<file path="config.mk">
export PLATFORM = sky130hd
export DESIGN_NAME = i2c_bit_level_master_top
export DESIGN_NICKNAME = d
export VERILOG_FILES = /design/src/rtl/core/i2cbm_pkg.sv /design/src/rtl/core/i2cbm_front.sv /design/src/rtl/core/i2cbm_queue.sv /design/src/rtl/core/i2cbm_back.sv /design/src/rtl/core/i2c_bit_level_master_top.sv
export SDC_FILE = /design/constraint.sdc
export NUM_CORES = 1
export LEC_CHECK = 0
export ABC_AREA = 1
export BUFFER_PORTS_ARGS = -buffer_cell sky130_fd_sc_hd__clkbuf_2
export CAP_MARGIN = 20
export CORE_MARGIN = 4
export CORE_UTILIZATION = 25
export DETAILED_ROUTE_END_ITERATION = 7
export HOLD_SLACK_MARGIN = 0.05
export SETUP_SLACK_MARGIN = 0.15
export SLEW_MARGIN = 20
export SYNTH_ARGS = -nofsm -noshare
export SYNTH_HDL_FRONTEND = slang
export SYNTH_SLANG_ARGS = --single-unit
</file>
<file path="constraint.sdc">
create_clock -name clk_i -period 4.2 [get_ports clk_i]
set_clock_uncertainty 0.1 [all_clocks]
set_input_delay 0 -clock clk_i [delete_from_list [all_inputs] [get_ports clk_i]]
set_output_delay 0 -clock clk_i [all_outputs]
set_load 0.005 [all_outputs]
</file>
<file path="src/rtl/core/i2cbm_pkg.sv">
// Shared types, codes and constants of the I2C bit-level master.
package i2cbm_pkg;

  typedef enum logic [2:0] {
    OP_TICK  = 3'd0,
    OP_START = 3'd1,
    OP_STOP  = 3'd2,
    OP_WRITE = 3'd3,
    OP_READ  = 3'd4,
    OP_SACK  = 3'd5,
    OP_RACK  = 3'd6
  } op_e;

  localparam int unsigned CFG_W       = 16;
  localparam logic [15:0] HOLD_RESET  = 16'd50;
  localparam int unsigned QUEUE_DEPTH = 4;
  localparam int unsigned QPTR_W      = 2;

  // Word on the input port.
  typedef struct packed {
    logic [2:0] op;
    logic [7:0] data_byte;
    logic       ack_level;
    logic       sda_in;
  } in_t;

  // Word on the result port.
  typedef struct packed {
    logic       scl_out;
    logic       sda_out;
    logic       busy_res;
    logic       done_res;
    logic [7:0] read_data;
    logic       ack_seen;
    logic       rejected;
  } out_t;

  // Classified word carried from the front to the back.
  typedef struct packed {
    op_e        op;
    logic [7:0] data_byte;
    logic       ack_level;
    logic       sda_in;
  } item_t;

  // Queue status seen by the front and the back.
  typedef struct packed {
    logic full;
    logic empty;
  } q_status_t;

  // Number of line steps in a command sequence.
  function automatic logic [4:0] step_total(input op_e op);
    logic [4:0] n;
    case (op)
      OP_START: n = 5'd4;
      OP_STOP:  n = 5'd3;
      OP_WRITE: n = 5'd24;
      OP_READ:  n = 5'd25;
      OP_SACK:  n = 5'd3;
      OP_RACK:  n = 5'd4;
      default:  n = 5'd0;
    endcase
    return n;
  endfunction

endpackage

</file>
<file path="src/rtl/core/i2cbm_front.sv">
// Front stage: accept input words, classify the op and hand them to the queue.
module i2cbm_front import i2cbm_pkg::*; (
  input  logic      clk_i,
  input  logic      rst_ni,
  input  logic      in_valid_i,
  output logic      in_stall_o,
  input  in_t       in_word_i,
  input  q_status_t q_status_i,
  output logic      push_o,
  output item_t     push_item_o
);

  logic  slot_valid_q, slot_valid_d;
  item_t slot_q, slot_d;
  logic  accept;

  assign push_o      = slot_valid_q && !q_status_i.full;
  assign in_stall_o  = slot_valid_q && q_status_i.full;
  assign accept      = in_valid_i && !in_stall_o;
  assign push_item_o = slot_q;

  always_comb begin
    slot_valid_d = slot_valid_q;
    slot_d       = slot_q;
    if (push_o) begin
      slot_valid_d = 1'b0;
    end
    if (accept) begin
      slot_valid_d     = 1'b1;
      slot_d.data_byte = in_word_i.data_byte;
      slot_d.ack_level = in_word_i.ack_level;
      slot_d.sda_in    = in_word_i.sda_in;
      // Undefined op codes count as ticks.
      if (in_word_i.op inside {[OP_START:OP_RACK]}) begin
        slot_d.op = op_e'(in_word_i.op);
      end else begin
        slot_d.op = OP_TICK;
      end
    end
  end

  always_ff @(posedge clk_i or negedge rst_ni) begin
    if (!rst_ni) begin
      slot_valid_q <= 1'b0;
    end else begin
      slot_valid_q <= slot_valid_d;
    end
  end

  always_ff @(posedge clk_i) begin
    slot_q <= slot_d;
  end

endmodule

</file>
<file path="src/rtl/core/i2cbm_queue.sv">
// Short queue between the front and the back stage.
module i2cbm_queue import i2cbm_pkg::*; (
  input  logic      clk_i,
  input  logic      rst_ni,
  input  logic      push_i,
  input  item_t     push_item_i,
  input  logic      pop_i,
  output item_t     pop_item_o,
  output q_status_t status_o
);

  item_t             mem_q [QUEUE_DEPTH];
  logic [QPTR_W-1:0] wr_ptr_q, rd_ptr_q;
  logic [QPTR_W:0]   count_q;

  assign status_o.full  = (count_q == (QPTR_W+1)'(QUEUE_DEPTH));
  assign status_o.empty = (count_q == '0);
  assign pop_item_o     = mem_q[rd_ptr_q];

  always_ff @(posedge clk_i) begin
    if (push_i) begin
      mem_q[wr_ptr_q] <= push_item_i;
    end
  end

  always_ff @(posedge clk_i or negedge rst_ni) begin
    if (!rst_ni) begin
      wr_ptr_q <= '0;
      rd_ptr_q <= '0;
      count_q  <= '0;
    end else begin
      if (push_i) begin
        wr_ptr_q <= wr_ptr_q + 1'b1;
      end
      if (pop_i) begin
        rd_ptr_q <= rd_ptr_q + 1'b1;
      end
      if (push_i && !pop_i) begin
        count_q <= count_q + 1'b1;
      end else if (pop_i && !push_i) begin
        count_q <= count_q - 1'b1;
      end
    end
  end

  a_no_overflow: assert property (@(posedge clk_i) disable iff (!rst_ni)
    push_i |-> !status_o.full || pop_i)
    else $error("queue push while full");
  a_no_underflow: assert property (@(posedge clk_i) disable iff (!rst_ni)
    pop_i |-> !status_o.empty)
    else $error("queue pop while empty");
  a_count_bound: assert property (@(posedge clk_i) disable iff (!rst_ni)
    count_q <= (QPTR_W+1)'(QUEUE_DEPTH))
    else $error("queue count beyond depth");

endmodule

</file>
<file path="src/rtl/core/i2cbm_back.sv">
// Back stage: line sequencer, hold counter and result register.
module i2cbm_back import i2cbm_pkg::*; #(
  parameter int unsigned HOLD_COUNT_BITS = 16
) (
  input  logic             clk_i,
  input  logic             rst_ni,
  input  logic             cfg_we_i,
  input  logic [CFG_W-1:0] cfg_wdata_i,
  input  q_status_t        q_status_i,
  input  item_t            item_i,
  output logic             pop_o,
  output logic             out_valid_o,
  input  logic             out_stall_i,
  output out_t             out_word_o
);

  localparam int unsigned HCB = HOLD_COUNT_BITS;

  logic [CFG_W-1:0] cfg_q;
  logic [HCB-1:0]   hold_sat, hold_load;

  op_e            active_q, active_d;
  logic [4:0]     step_q, step_d, step_inc;
  logic [1:0]     phase_q, phase_d;
  logic [HCB-1:0] cnt_q, cnt_d, cnt_dec;
  logic           scl_q, scl_d, sda_q, sda_d, ack_q, ack_d;
  logic [7:0]     shift_q, shift_d, shift_base, rx_q, rx_d;
  logic           done, rej, do_apply;
  logic           out_valid_q;
  out_t           out_q, out_d;

  // Saturate the programmed hold to the counter range; zero acts as one.
  if (HCB >= CFG_W) begin : g_wide
    assign hold_sat = HCB'(cfg_q);
  end else begin : g_narrow
    assign hold_sat = (|cfg_q[CFG_W-1:HCB]) ? '1 : cfg_q[HCB-1:0];
  end
  assign hold_load = (hold_sat == '0) ? HCB'(1) : hold_sat;

  assign pop_o       = !q_status_i.empty && (!out_valid_q || !out_stall_i);
  assign out_valid_o = out_valid_q;
  assign out_word_o  = out_q;
  assign cnt_dec     = cnt_q - ((cnt_q != '0) ? HCB'(1) : HCB'(0));
  assign step_inc    = step_q + 5'd1;

  always_comb begin
    active_d   = active_q;
    step_d     = step_q;
    phase_d    = phase_q;
    cnt_d      = cnt_q;
    scl_d      = scl_q;
    sda_d      = sda_q;
    ack_d      = ack_q;
    rx_d       = rx_q;
    shift_base = shift_q;
    done       = 1'b0;
    rej        = 1'b0;
    do_apply   = 1'b0;
    if (pop_o) begin
      if (item_i.op != OP_TICK) begin
        if (active_q != OP_TICK) begin
          rej = 1'b1;
        end else begin
          active_d = item_i.op;
          step_d   = '0;
          phase_d  = '0;
          do_apply = 1'b1;
          case (item_i.op)
            OP_WRITE: shift_base = item_i.data_byte;
            OP_SACK:  shift_base = {7'd0, item_i.ack_level};
            OP_READ:  shift_base = '0;
            default:  ;
          endcase
        end
      end else if (active_q != OP_TICK) begin
        cnt_d = cnt_dec;
        if (cnt_dec == '0) begin
          if (step_inc >= step_total(active_q)) begin
            if (active_q == OP_READ) begin
              rx_d = shift_q;
            end
            active_d = OP_TICK;
            step_d   = '0;
            phase_d  = '0;
            done     = 1'b1;
          end else begin
            step_d   = step_inc;
            do_apply = 1'b1;
            // The read opens with one extra step before its bit cycles.
            if ((active_q == OP_READ && step_q == '0) || phase_q == 2'd2) begin
              phase_d = '0;
            end else begin
              phase_d = phase_q + 2'd1;
            end
          end
        end
      end
    end

    shift_d = shift_base;
    if (do_apply) begin
      cnt_d = hold_load;
      case (active_d)
        OP_START: begin
          case (step_d[1:0])
            2'd0:    sda_d = 1'b1;
            2'd1:    scl_d = 1'b1;
            2'd2:    sda_d = 1'b0;
            default: scl_d = 1'b0;
          endcase
        end
        OP_STOP: begin
          case (step_d[1:0])
            2'd0:    sda_d = 1'b0;
            2'd1:    scl_d = 1'b1;
            default: sda_d = 1'b1;
          endcase
        end
        OP_WRITE: begin
          case (phase_d)
            2'd0: begin
              sda_d   = shift_base[7];
              shift_d = {shift_base[6:0], 1'b0};
            end
            2'd1:    scl_d = 1'b1;
            default: scl_d = 1'b0;
          endcase
        end
        OP_READ: begin
          if (step_d == '0) begin
            sda_d = 1'b1;
          end else begin
            case (phase_d)
              2'd0:    scl_d = 1'b1;
              2'd1:    shift_d = {shift_base[6:0], item_i.sda_in};
              default: scl_d = 1'b0;
            endcase
          end
        end
        OP_SACK: begin
          case (step_d[1:0])
            2'd0:    sda_d = shift_base[0];
            2'd1:    scl_d = 1'b1;
            default: scl_d = 1'b0;
          endcase
        end
        OP_RACK: begin
          case (step_d[1:0])
            2'd0:    sda_d = 1'b1;
            2'd1:    scl_d = 1'b1;
            2'd2:    ack_d = item_i.sda_in;
            default: scl_d = 1'b0;
          endcase
        end
        default: ;
      endcase
    end

    out_d.scl_out   = scl_d;
    out_d.sda_out   = sda_d;
    out_d.busy_res  = (active_d != OP_TICK);
    out_d.done_res  = done;
    out_d.read_data = rx_d;
    out_d.ack_seen  = ack_d;
    out_d.rejected  = rej;
  end

  always_ff @(posedge clk_i or negedge rst_ni) begin
    if (!rst_ni) begin
      cfg_q       <= HOLD_RESET;
      active_q    <= OP_TICK;
      step_q      <= '0;
      phase_q     <= '0;
      cnt_q       <= '0;
      scl_q       <= 1'b1;
      sda_q       <= 1'b1;
      ack_q       <= 1'b1;
      shift_q     <= '0;
      rx_q        <= '0;
      out_valid_q <= 1'b0;
    end else begin
      if (cfg_we_i) begin
        cfg_q <= cfg_wdata_i;
      end
      active_q <= active_d;
      step_q   <= step_d;
      phase_q  <= phase_d;
      cnt_q    <= cnt_d;
      scl_q    <= scl_d;
      sda_q    <= sda_d;
      ack_q    <= ack_d;
      shift_q  <= shift_d;
      rx_q     <= rx_d;
      if (pop_o) begin
        out_valid_q <= 1'b1;
      end else if (!out_stall_i) begin
        out_valid_q <= 1'b0;
      end
    end
  end

  always_ff @(posedge clk_i) begin
    if (pop_o) begin
      out_q <= out_d;
    end
  end

  a_done_idle: assert property (@(posedge clk_i) disable iff (!rst_ni)
    out_valid_q && out_q.done_res |-> !out_q.busy_res)
    else $error("done reported while still busy");
  a_reject_busy: assert property (@(posedge clk_i) disable iff (!rst_ni)
    out_valid_q && out_q.rejected |-> out_q.busy_res && !out_q.done_res)
    else $error("reject reported outside a busy sequence");
  a_hold_loaded: assert property (@(posedge clk_i) disable iff (!rst_ni)
    active_q != OP_TICK |-> cnt_q != '0)
    else $error("hold counter empty during a sequence");
  a_step_range: assert property (@(posedge clk_i) disable iff (!rst_ni)
    active_q != OP_TICK |-> step_q < step_total(active_q))
    else $error("step index past end of sequence");

endmodule

</file>
<file path="src/rtl/core/i2c_bit_level_master_top.sv">
// An accepted word passes the front slot, the queue and the result register in turn.
// Throughput: one word per cycle unless results stall; each word updates all state.
// The queue (four words) lets the input side keep flowing while results stall.
// Reset (rst_ni low, asynchronous): idle, SCL and SDA released, hold_ticks 50,
// read byte zero, ack flag one, queue and result register empty.
// Configuration is a single write-only register, hold_ticks.
module i2c_bit_level_master_top import i2cbm_pkg::*; #(
  parameter int unsigned HOLD_COUNT_BITS = 16
) (
  input  logic             clk_i,
  input  logic             rst_ni,
  // Configuration: hold_ticks
  input  logic             cfg_we_i,
  input  logic [CFG_W-1:0] cfg_wdata_i,
  // Input words: commands and ticks
  input  logic             in_valid_i,
  output logic             in_stall_o,
  input  in_t              in_word_i,
  // Result words: one per input word
  output logic             out_valid_o,
  input  logic             out_stall_i,
  output out_t             out_word_o
);

  // Front to queue
  logic      push;
  item_t     push_item;
  // Queue to back
  logic      pop;
  item_t     pop_item;
  q_status_t q_status;

  // Classify each word (command or tick) and register it.
  i2cbm_front u_front (
    .clk_i       (clk_i),
    .rst_ni      (rst_ni),
    .in_valid_i  (in_valid_i),
    .in_stall_o  (in_stall_o),
    .in_word_i   (in_word_i),
    .q_status_i  (q_status),
    .push_o      (push),
    .push_item_o (push_item)
  );

  // Decouple the front from the sequencer so each side can stall on its own.
  i2cbm_queue u_queue (
    .clk_i       (clk_i),
    .rst_ni      (rst_ni),
    .push_i      (push),
    .push_item_i (push_item),
    .pop_i       (pop),
    .pop_item_o  (pop_item),
    .status_o    (q_status)
  );

  // Run the line sequence: one word advances the sequencer by at most one step.
  i2cbm_back #(
    .HOLD_COUNT_BITS (HOLD_COUNT_BITS)
  ) u_back (
    .clk_i       (clk_i),
    .rst_ni      (rst_ni),
    .cfg_we_i    (cfg_we_i),
    .cfg_wdata_i (cfg_wdata_i),
    .q_status_i  (q_status),
    .item_i      (pop_item),
    .pop_o       (pop),
    .out_valid_o (out_valid_o),
    .out_stall_i (out_stall_i),
    .out_word_o  (out_word_o)
  );

endmodule

</file>
; Word-level counts from Yosys, hierarchy flattened
; Memories as Yosys holds them, arrays and structs flattened.
; Cells that the tools add are included.
[totals]
romBits = 0
mem_bits_rw = 52
n_memories = 1
register_bits = 97
word_cells = 179
inputBits = 34
output_inout_bits = 16
latchBits = 0
[classes]
n_mul = 0
n_bitwise = 2
addsub = 7
div_mod_pow = 0
n_shift = 0
order_cmp = 3
mux = 80
n_eq_ne = 22
reduce_logical = 38
[mem_list]
columns = name, words, width, rd, rd_ports_with_merged_regs, write_ports, line_no
row1 = u_queue.mem_q, 4, 13, 1, 0, 1, i2cbm_queue.sv:12  ; item_t mem_q [QUEUE_DEPTH];
[op_table]
columns = operator, n
row1 = 2-to-1 mux 8 bit, 13
row2 = 2-to-1 mux 16 bit, 5
row3 = 2-to-1 mux 5 bit, 10
row4 = logical NOT 16 bit, 2
row5 = equality test 3 bit (second input constant), 9
row6 = 2-to-1 mux 1 bit, 26
row7 = 2-to-1 mux 3 bit, 8
row8 = case mux 8 bit (3 select lines), 1
row9 = case mux 5 bit (4 select lines), 1
row10 = case mux 8 bit (2 select lines), 1
row11 = nonzero test 16 bit, 1
row12 = subtractor 16 bit, 1
row13 = equality test 3 x 2 -> 1 bit (second input constant), 5
row14 = 2-to-1 mux 2 bit, 7
row15 = case mux 1 bit (2 select lines), 6
row16 = logical NOT 5 bit, 2
row17 = nonzero test 3 bit, 3
row18 = logical AND 1 bit, 8
row19 = nonzero test 2 bit, 4
row20 = OR reduction 2 bit, 4
row21 = logical NOT 1 bit, 7
row22 = adder 2 x 1 -> 2 bit (second input constant), 3
row23 = equality test 3 x 1 -> 1 bit (second input constant), 2
row24 = case mux 1 bit (6 select lines), 1
row25 = other kinds (16), 22

; Logic depth before layout (Yosys ltp)
; Gate-level depths: netlist of run 1.
[depth]
ltp_word = 19
mapped_depth = 27
mapped_depth_nobuf = 27

; Modules after synthesis
; A second synthesis of run 1 with hierarchy kept.
[unflattened]
hier_cells = 804
hier_area_um2 = 7718.7
[modules_own_cells]
columns = module, seq_area_each_um2, area_each_um2, n_inst, cells_per_inst
row1 = i2cbm_back, 1979.4, 4694.5, 1, 578
row2 = i2cbm_queue, 1736.7, 2555.0, 1, 199
row3 = i2cbm_front, 415.4, 469.2, 1, 27

; Least setup slack after synthesis of run 1
; Ideal clock, no wire load.
[synth_timing]
path_type = register to register
from = register u_back.cnt_q[5]
to = register u_back.out_q, in the netlist u_back.out_word_o[1], data pin
path_slack_ns = 0.694
setup_time_ns = 0.258
stages_incl_launch_ff = 20
required_time_ns = 3.842
path_buffers = 0
arrival_time_ns = 3.148
synth_period_minus_slack_ns = 3.506
cell_sequence = dfrtp_1 -> nor2_2 -> nand2_1 -> nor2_1 -> nand4_1 -> ha_1 -> ha_1 -> xnor2_1 -> nand2_1 -> nor2_1 -> nand2_1 -> nor2_2 -> nand3_2 -> nor2_4 -> nand3_4 -> a21boi_4 -> nand3_1 -> nor3_1 -> mux2i_1 -> inv_1
[synth_between]
elab_chain_cells = 12
word_cells_on_any_way = 21
classes_between = add/sub (1) / eq/ne (2) / mux (16) / reduce/logical (2)
[synth_rtl]
columns = item, line_no
row1 = from (decl), i2cbm_back.sv:25  ; logic [HCB-1:0] cnt_q, cnt_d, cnt_dec;
row2 = from (signal assigned), i2cbm_back.sv:188  ; cnt_q <= cnt_d;
row3 = nonzero test 16 bit, i2cbm_back.sv:43  ; assign cnt_dec = cnt_q - ((cnt_q != '0) ? HCB'(1) : HCB'(0));
row4 = 2-to-1 mux 1 bit, i2cbm_back.sv:43
row5 = subtractor 16 bit (*), i2cbm_back.sv:43
row6 = logical NOT 16 bit (*), i2cbm_back.sv:77  ; if (cnt_dec == '0) begin
row7 = 2-to-1 mux 5 bit, i2cbm_back.sv:77
row8 = 2-to-1 mux 5 bit, i2cbm_back.sv:75  ; end else if (active_q != OP_TICK) begin
row9 = 2-to-1 mux 5 bit, i2cbm_back.sv:60  ; if (item_i.op != OP_TICK) begin
row10 = 2-to-1 mux 5 bit, i2cbm_back.sv:59  ; if (pop_o) begin
row11 = equality test 2 bit, i2cbm_back.sv:148  ; case (step_d[1:0])
row12 = 2-to-1 mux 1 bit, i2cbm_back.sv:148
row13 = 2-to-1 mux 1 bit, i2cbm_back.sv:103  ; case (active_d)
row14 = 2-to-1 mux 1 bit (*), i2cbm_back.sv:101  ; if (do_apply) begin
row15 = net u_back.ack_d, i2cbm_back.sv:26  ; logic scl_q, scl_d, sda_q, sda_d, ack_q, ack_d;
row16 = to (signal assigned), i2cbm_back.sv:204  ; out_q <= out_d;
row17 = to (decl), i2cbm_back.sv:30  ; out_t out_q, out_d;
; Mark *: on every way through the listed nets, which the timed path passes. The rest lies on a longest branch.
; A chain may end at the register's enable or synchronous reset.

==> metrics.yaml, run 1 <==
drt:
  drc: 0
  routed_wirelength_mm: 17.2
  ant_nets: 0
  vias: 5777
  viasPerCell: 4.39
  drt_iter0_drc: 377
  wire_per_inst_um: 13.1
  firstDrtPassIters: 5
min_path:
  hold_path_depth: 3
  hold_path.class: "in2reg"
  worstHoldStart: "cfg_we_i"
  holdPathEnd: "u_back.cfg_q[10]"
global_routing:
  grt_pass1_vias: 5863
  grt_pass1_wl_mm: 29.1
  grt-ovfl-total: 0
  grt_usage_pct: 10.8
  antenna_found_initial: 0
  grt_max_degree: 71
placed_design:
  dp_cells: 1235
  dp_slack_ps: 399
  place_area_um2: 8240
  dp_hpwl_mm: 11.8
  place.gp.congestion: 0.840
  port_buffers: 49
run:
  maxCapViolCount: 0
power:
  p_int_mw: 3.36
  powerDensity_nw_per_um2: 579
  swShare_pct: 38.1
  seqPwrFrac_pct: 38.6
  combPwrFrac_pct: 32.9
  p_total_mw: 5.43
  power.leakage_nw: 4.13
  p_clk_share_pct: 28.5
  p_switching_mw: 2.07
  peakVddDrop_uv: 298
synth:
  syn_area_um2: 7470
  ys_warn_count: 0
  postSynthCellCount: 800
  yosysSeqAreaShare_pct: 55.3
  ys_seq_elements: 149
  synth.avg_cell_area_um2: 9.34
  ys_types: 48
  syn-num-nets: 850
setup_path:
  r2r-start: "u_back.cnt_q[7]"
  reg2reg_slack_ps: 550
  r2r_end: "u_back.out_word_o[12]"
  worst_ep_required_time_ps: 4270
  cp_max_fo: 6
  cp-end-kind: "flop"
  worstPathArrival_ps: 3730
  crit_type: "reg2reg"
  r2r_cells: 22
  crit_path_start_kind: "flop"
  crit_path_start: "u_back.cnt_q[7]"
clock_tree:
  cts.path.max_buffers: 2
  clock_latency_ps: 430
  cts_tree: "done"
  cts-root-buf: "clkbuf_16"
  cts.sinks: 149
  path_clk_slew_ps: 70
  tritoncts.num_buffers: 17
  cts-htree-levels: 4
  post-cts-setup-buffers: 0
timing:
  slew_headroom_pct: 37.2
  fmax_ghz: 0.274
  tightest_slew_ps: 943
  rsz0062_at_grt: "no"
  final_max_slew_viol_count: 0
  setup_violations: 0
  period_share_pct: 87.0
  fin_ws_ps: 546
  holdWs_ps: 59.4
  final-hold-violation-count: 0
  fin_crit_ps: 3650
  setup_tns_ps: 0
floorplanning:
  initial_utilization_pct: 25.3
  num_rows: 63
  coreArea_um2: 29600
  fp.dieW_um: 181
  die_y_um: 181
  dieArea_um2: 32700
  ios: 50
cells_and_area:
  fill_cells: 3007
  final_area_um2: 9380
  drive_gt1_share_pct: 18.7
  area_delta_synth_final_pct: 25.5
  diodes: 0
  nets: 964
  stdcell_count: 1317
  final_core_util_pct: 31.7
run_status:
  status: "finished clean"
-- worst max-delay path, cell delays in order, from the launching register on --
cell and delay [ps]:
dfrtp_1 420, nor2_1 190, nand2_1 130, nor2_2 140, nand4_1 100, ha_1 210
ha_1 270, nand2_2 160, nor2_2 70, nand2_1 70, nand3_1 90, nor2_2 180
nand3_2 110, nor2_4 130, nand3_4 140, nand2_4 120, inv_2 90, nand2_2 100
o21ai_0 150, a31oi_1 190, nand2_1 70, nor2_1 120, nor2_1 60
-- how the worst max path moves through the flow --
stage | endpoint | slack [ps] | depth (start not counted)
6_report | u_back.out_word_o[12] | 550 | 22
5_1_grt | u_back.out_word_o[13] | 180 | 24
4_1_cts | u_back.out_word_o[1] | 380 | 19
3_5_place_dp | u_back.out_word_o[1] | 400 | 19
3_3_place_gp | u_back.out_word_o[1] | 450 | 19
2_1_floorplan | u_back.out_word_o[1] | 690 | 19
-- cell families (layout without fill, tap and decap cells) --
group / Yosys count / after routing / share of synthesized area, %
AO/OA/AOI/OAI: 121 / 121 / 9.58
flip-flops: 149 / 149 / 55.3
adder cells (fa/ha/maj): 16 / 16 / 2.78
multiplexers: 10 / 10 / 1.49
XOR/XNOR: 8 / 8 / 0.938
AND/OR/NAND/NOR: 377 / 377 / 23.9
buffers and inverters: 119 / 246 / 5.99
-- routing by layer --
metal	up-vias	wire [µm]	global-route usage, %
met3	32	489	1.39
met5	-	0	0
met2	120	8340	18.3
met1	2727	7900	13.9
li1	2898	-	-
met4	0	464	4.78
-- placed cells by master (no fill, tap or decap), types with 4 or more instances in the layout --
cell type / instances
a21oi_1: 9
buf_4: 14
clkbuf_16: 17
clkbuf_2: 48
clkinv_8: 4
dfrtp_1: 64
dfstp_2: 6
dlygate4sd3_1: 50
edfxtp_1: 79
ha_1: 15
inv_1: 92
inv_2: 9
inv_6: 5
mux2_2: 9
nand2_1: 179
nand2_2: 14
nand2_4: 7
nand3_1: 49
nand4_1: 13
nor2_1: 77
nor2_2: 8
nor2_4: 13
nor3_1: 7
o21ai_0: 70
o22ai_1: 17
xor2_1: 6
-- power by group through the flow --
stage               clock, mW  combinational (mW)  sequential, mW
floorplan                   0                1.26            2.07
global placement            0                1.72            2.11
detailed placement          0                1.73            2.11
CTS                      1.58                1.78            2.09
global route             1.64                2.05            2.13
finish                   1.55                1.79            2.09
-- cell type report --
cell class              count  area [µm²]  area share (%)
flip-flops and latches    149        4130            44.1
multi-input cells         532        2920            31.1
repair buffers            112         846            9.02
well taps                 390         488            5.20
clock buffers              17         425            4.54
inverters                 102         383            4.08
clock inverters            15         185            1.97
-- Yosys cell counts (all sizes together) --
library cell	number	area [µm²]
nor2	99	490
and3	1	6.26
fa	1	20.0
a32o	1	10.0
xnor2	2	17.5
nand2	200	838
a22oi	3	22.5
nand3	54	318
edfxtp	79	2370
dfrtp	64	1600
a21oi	10	53.8
o211ai	3	22.5
a21boi	4	41.3
a41o	1	10.0
nor4	1	6.26
clkbuf	14	52.6
mux2i	1	10.0
dfstp	6	158
o22ai	17	106
xor2	6	52.6
nand3b	1	7.51
a31oi	1	6.26
o21ai	74	385
o21a	2	15.0
clkinv	1	3.75
a22o	3	26.3
inv	101	379
nor3	8	40.0
a211oi	1	7.51
a31o	1	8.76
ha	15	188
nand4	13	81.3
mux2	9	101
buf	3	12.5
-- state kept, by name, summed over array words and instances, names as in the netlist, 3 cells and up --
signal               cells
u_queue.count_q          3
u_back.step_q            5
u_front.push_item_o     13
u_back.cnt_q            16
u_queue.mem_q           52
u_back.rx_q              8
u_back.out_word_o       14
u_back.cfg_q            16
u_back.shift_q           8
u_back.active_q          3
-- repair_timing --
item / CTS / global route
resized for setup: 0 / 6
endpoints found under the setup margin: 0 / 22
hold endpoints to repair: 95 / 0
hold buffers: 50 / 0
No activity file was read; power rests on OpenSTA's default activity.
==> run 2, diff against run 1 <==
Settings changed: CELL_PAD_IN_SITES_DETAIL_PLACEMENT set to 0, CELL_PAD_IN_SITES_GLOBAL_PLACEMENT set to 1, PLACE_DENSITY_LB_ADDON set to 0.1.
==> metrics.yaml, run 2 (synthesis gave the netlist of run 1 again) <==
cells_and_area:
  area_delta_synth_final_pct: 24.4  # was 25.5%
  drive_gt1_share_pct: 19.5  # was 18.7%
  largest_register_ffs: 52  # unchanged
  final_common_cell: "nand2_1"  # unchanged
  nets: 958  # was 964
  fill_cells: 3090  # was 3,007
  multi_input_area_um2: 2940  # was 2920 µm²
  diodes: 0  # unchanged
  layout_common_cells: "nand2_1, inv_1, edfxtp_1"  # unchanged
  stdcell_count: 1311  # was 1,317
  reg_top3: "u_queue.mem_q: 52 flops, u_back.cfg_q: 16 flops, u_back.cnt_q: 16 flops"  # unchanged
  final_area_um2: 9300  # was 9380 µm²
  regMostFlops: "u_queue.mem_q"  # unchanged
  regArea_um2: 4130  # about the same
floorplanning:
  ios: 50  # unchanged
  dieArea_um2: 32700  # unchanged
  coreArea_um2: 29600  # unchanged
  num_rows: 63  # unchanged
  initial_utilization_pct: 25.3  # unchanged
  die_y_um: 181  # unchanged
  fp.dieW_um: 181  # unchanged
setup_path:
  cp_max_fo: 7  # was 6
  worst_ep_required_time_ps: 4380  # was 4270 ps
  crit_chain: "nor2_4, nand2_1, nor2_2, nand4_1, ha_1, ha_2, nand2_1, inv_1, nand2_1, nor2_1, nand2_1, nor2_4, nand3_2, nor2_4, nand3_4, nand2_4, inv_2, nor3_1, nand3_1, nand2_1, nor2_1, nand3_1, nand2_1, inv_1"  # was nor2_1, nand2_1, nor2_2, nand4_1, ha_1, ha_1, nand2_2, nor2_2, nand2_1, nand3_1, nor2_2, nand3_2, nor2_4, nand3_4, nand2_4, inv_2, nand2_2, o21ai_0, a31oi_1, nand2_1, nor2_1, nor2_1
  path_buf_inv: 3  # was 1
  crit_top_cell: "nand2_1"
  crit_type: "reg2reg"  # unchanged
  crit_path_start_kind: "flop"  # unchanged
  worstPathArrival_ps: 3870  # was 3730 ps
  crit_path_max_incr_delay_ps: 460  # was 420 ps
  cp-end-kind: "flop"  # unchanged
  critPathTopFamily: "simple AND/OR/NAND/NOR gates"  # unchanged
  critPathSlowestCell: "dfrtp_2"  # was dfrtp_1
clock_tree:
  cts.sinks: 149  # unchanged
  post-cts-setup-buffers: 0  # unchanged
  cts-root-buf: "clkbuf_16"  # unchanged
  path_clk_slew_ps: 70  # about the same
  tritoncts.num_buffers: 17  # unchanged
  clock_latency_ps: 420  # was 430 ps
  cts.path.max_buffers: 2  # unchanged
  cts_tree: "done"  # unchanged
  cts-htree-levels: 4  # unchanged
timing:
  setup_violations: 0  # unchanged
  slew_headroom_pct: 52.9  # was 37.2%
  final_max_slew_viol_count: 0  # unchanged
  period_share_pct: 87.9  # was 87.0%
  final-hold-violation-count: 0  # unchanged
  rsz0062_at_grt: "no"  # unchanged
  fmax_ghz: 0.271  # was 0.274 GHz
  tightest_slew_ps: 707  # was 943 ps
  fin_crit_ps: 3690  # was 3650 ps
  setup_tns_ps: 0  # unchanged
drt:
  drc: 0  # unchanged
  viasPerCell: 4.36  # was 4.39
  drt_iter0_drc: 276  # was 377
  firstDrtPassIters: 5  # unchanged
  vias: 5711  # was 5,777
  wire_per_inst_um: 15.4  # was 13.1 µm
  routed_wirelength_mm: 20.3  # was 17.2 mm
  ant_nets: 0  # unchanged
global_routing:
  antenna_found_initial: 0  # unchanged
  grt_max_degree: 71  # unchanged
  grt_usage_pct: 12.9  # was 10.8%
  grt-ovfl-total: 0  # unchanged
  grt_pass1_wl_mm: 33.4  # was 29.1 mm
  grt_pass1_vias: 6002  # was 5,863
min_path:
  hold_path.class: "in2reg"  # unchanged
power:
  powerDensity_nw_per_um2: 589  # was 579 nW/µm²
  peakVddDrop_uv: 238  # was 298 µV
  power.leakage_nw: 4.09  # was 4.13 nW
placed_design:
  place_area_um2: 8260  # was 8240 µm²
  dp_hpwl_mm: 14.5  # was 11.8 mm
  port_buffers: 49  # unchanged
  dp_cells: 1237  # was 1,235
  place.gp.congestion: 0.809  # was 0.840
run:
  maxCapViolCount: 0  # unchanged
run_status:
  status: "finished clean"  # unchanged
[run 2: cell types whose count changed in the layout (fill, tap and decap cells not counted), sizes merged]
cell / previous run / this run
clkinv: 6 / 4
clkbuf: 65 / 66
clkinvlp: 1 / 3
dlygate4sd3: 50 / 42
buf: 14 / 16
inv: 109 / 108
[run 2: worst min-delay path: stages]
cell      delay, ps
clkbuf_2        310
nand2_1         130
o21ai_0          80
[run 2: worst paths after layout]
path / start / end / slack, ps / cells past startpoint
worst max-delay path: u_back.cnt_q[5] / u_back.out_word_o[13] / 510 / 24
worst min-delay path: cfg_we_i / u_back.cfg_q[15] / 60 / 3
worst max register to register: u_back.cnt_q[5] / u_back.out_word_o[13] / 510 / 24
worst min register to register: u_back.rx_q[1] / u_back.rx_q[1] / 400 / 1
max in group asynchronous: rst_ni / u_back.cnt_q[15] / 3410 / 2
min in group asynchronous: rst_ni / u_back.cnt_q[6] / 90 / 2
[run 2: repair_timing]
item	CTS	global route
hold buffers	42	0
pin swaps	0	2
endpoints found under the hold margin	95	0
resized for setup	1	12
endpoints found under the setup margin	1	21
[run 2: layout make-up]
class / instances / area share [%]
clock buffers: 18 / 4.62
clock inverters: 14 / 1.53
inverters: 102 / 4.12
multi-input cells: 532 / 31.6
flip-flops and latches: 149 / 44.5
well taps: 390 / 5.25
repair buffers: 106 / 8.44
[run 2: metal layers]
metal	wire length (µm)	vias to the layer above	track usage [%]
met1	9520	2739	17.4
li1	-	2882	-
met4	210	0	3.06
met5	0	-	0
met3	510	12	2.34
met2	10000	78	21.8
[run 2: through the flow]
step / util [%] / hold WS [ps] / worst slack (ps) / power, mW
floorplan: - / -396 / 694 / 3.32
global placement: 27.9 / 80.4 / 237 / 3.97
detailed placement: 27.9 / 78.7 / 151 / 3.98
CTS: 31.3 / 51.2 / 187 / 5.55
global route: 31.5 / 103 / 153 / 5.93
finish: 31.5 / 58.0 / 507 / 5.48
[run 2: report_power, final]
part	switching [mW]	internal, mW	leakage [nW]	total (mW)
Sequential	0.211	1.90	1.62	2.11
Combinational	1.26	0.617	2.20	1.88
Clock	0.662	0.835	0.272	1.50
Total	2.13	3.35	4.09	5.48
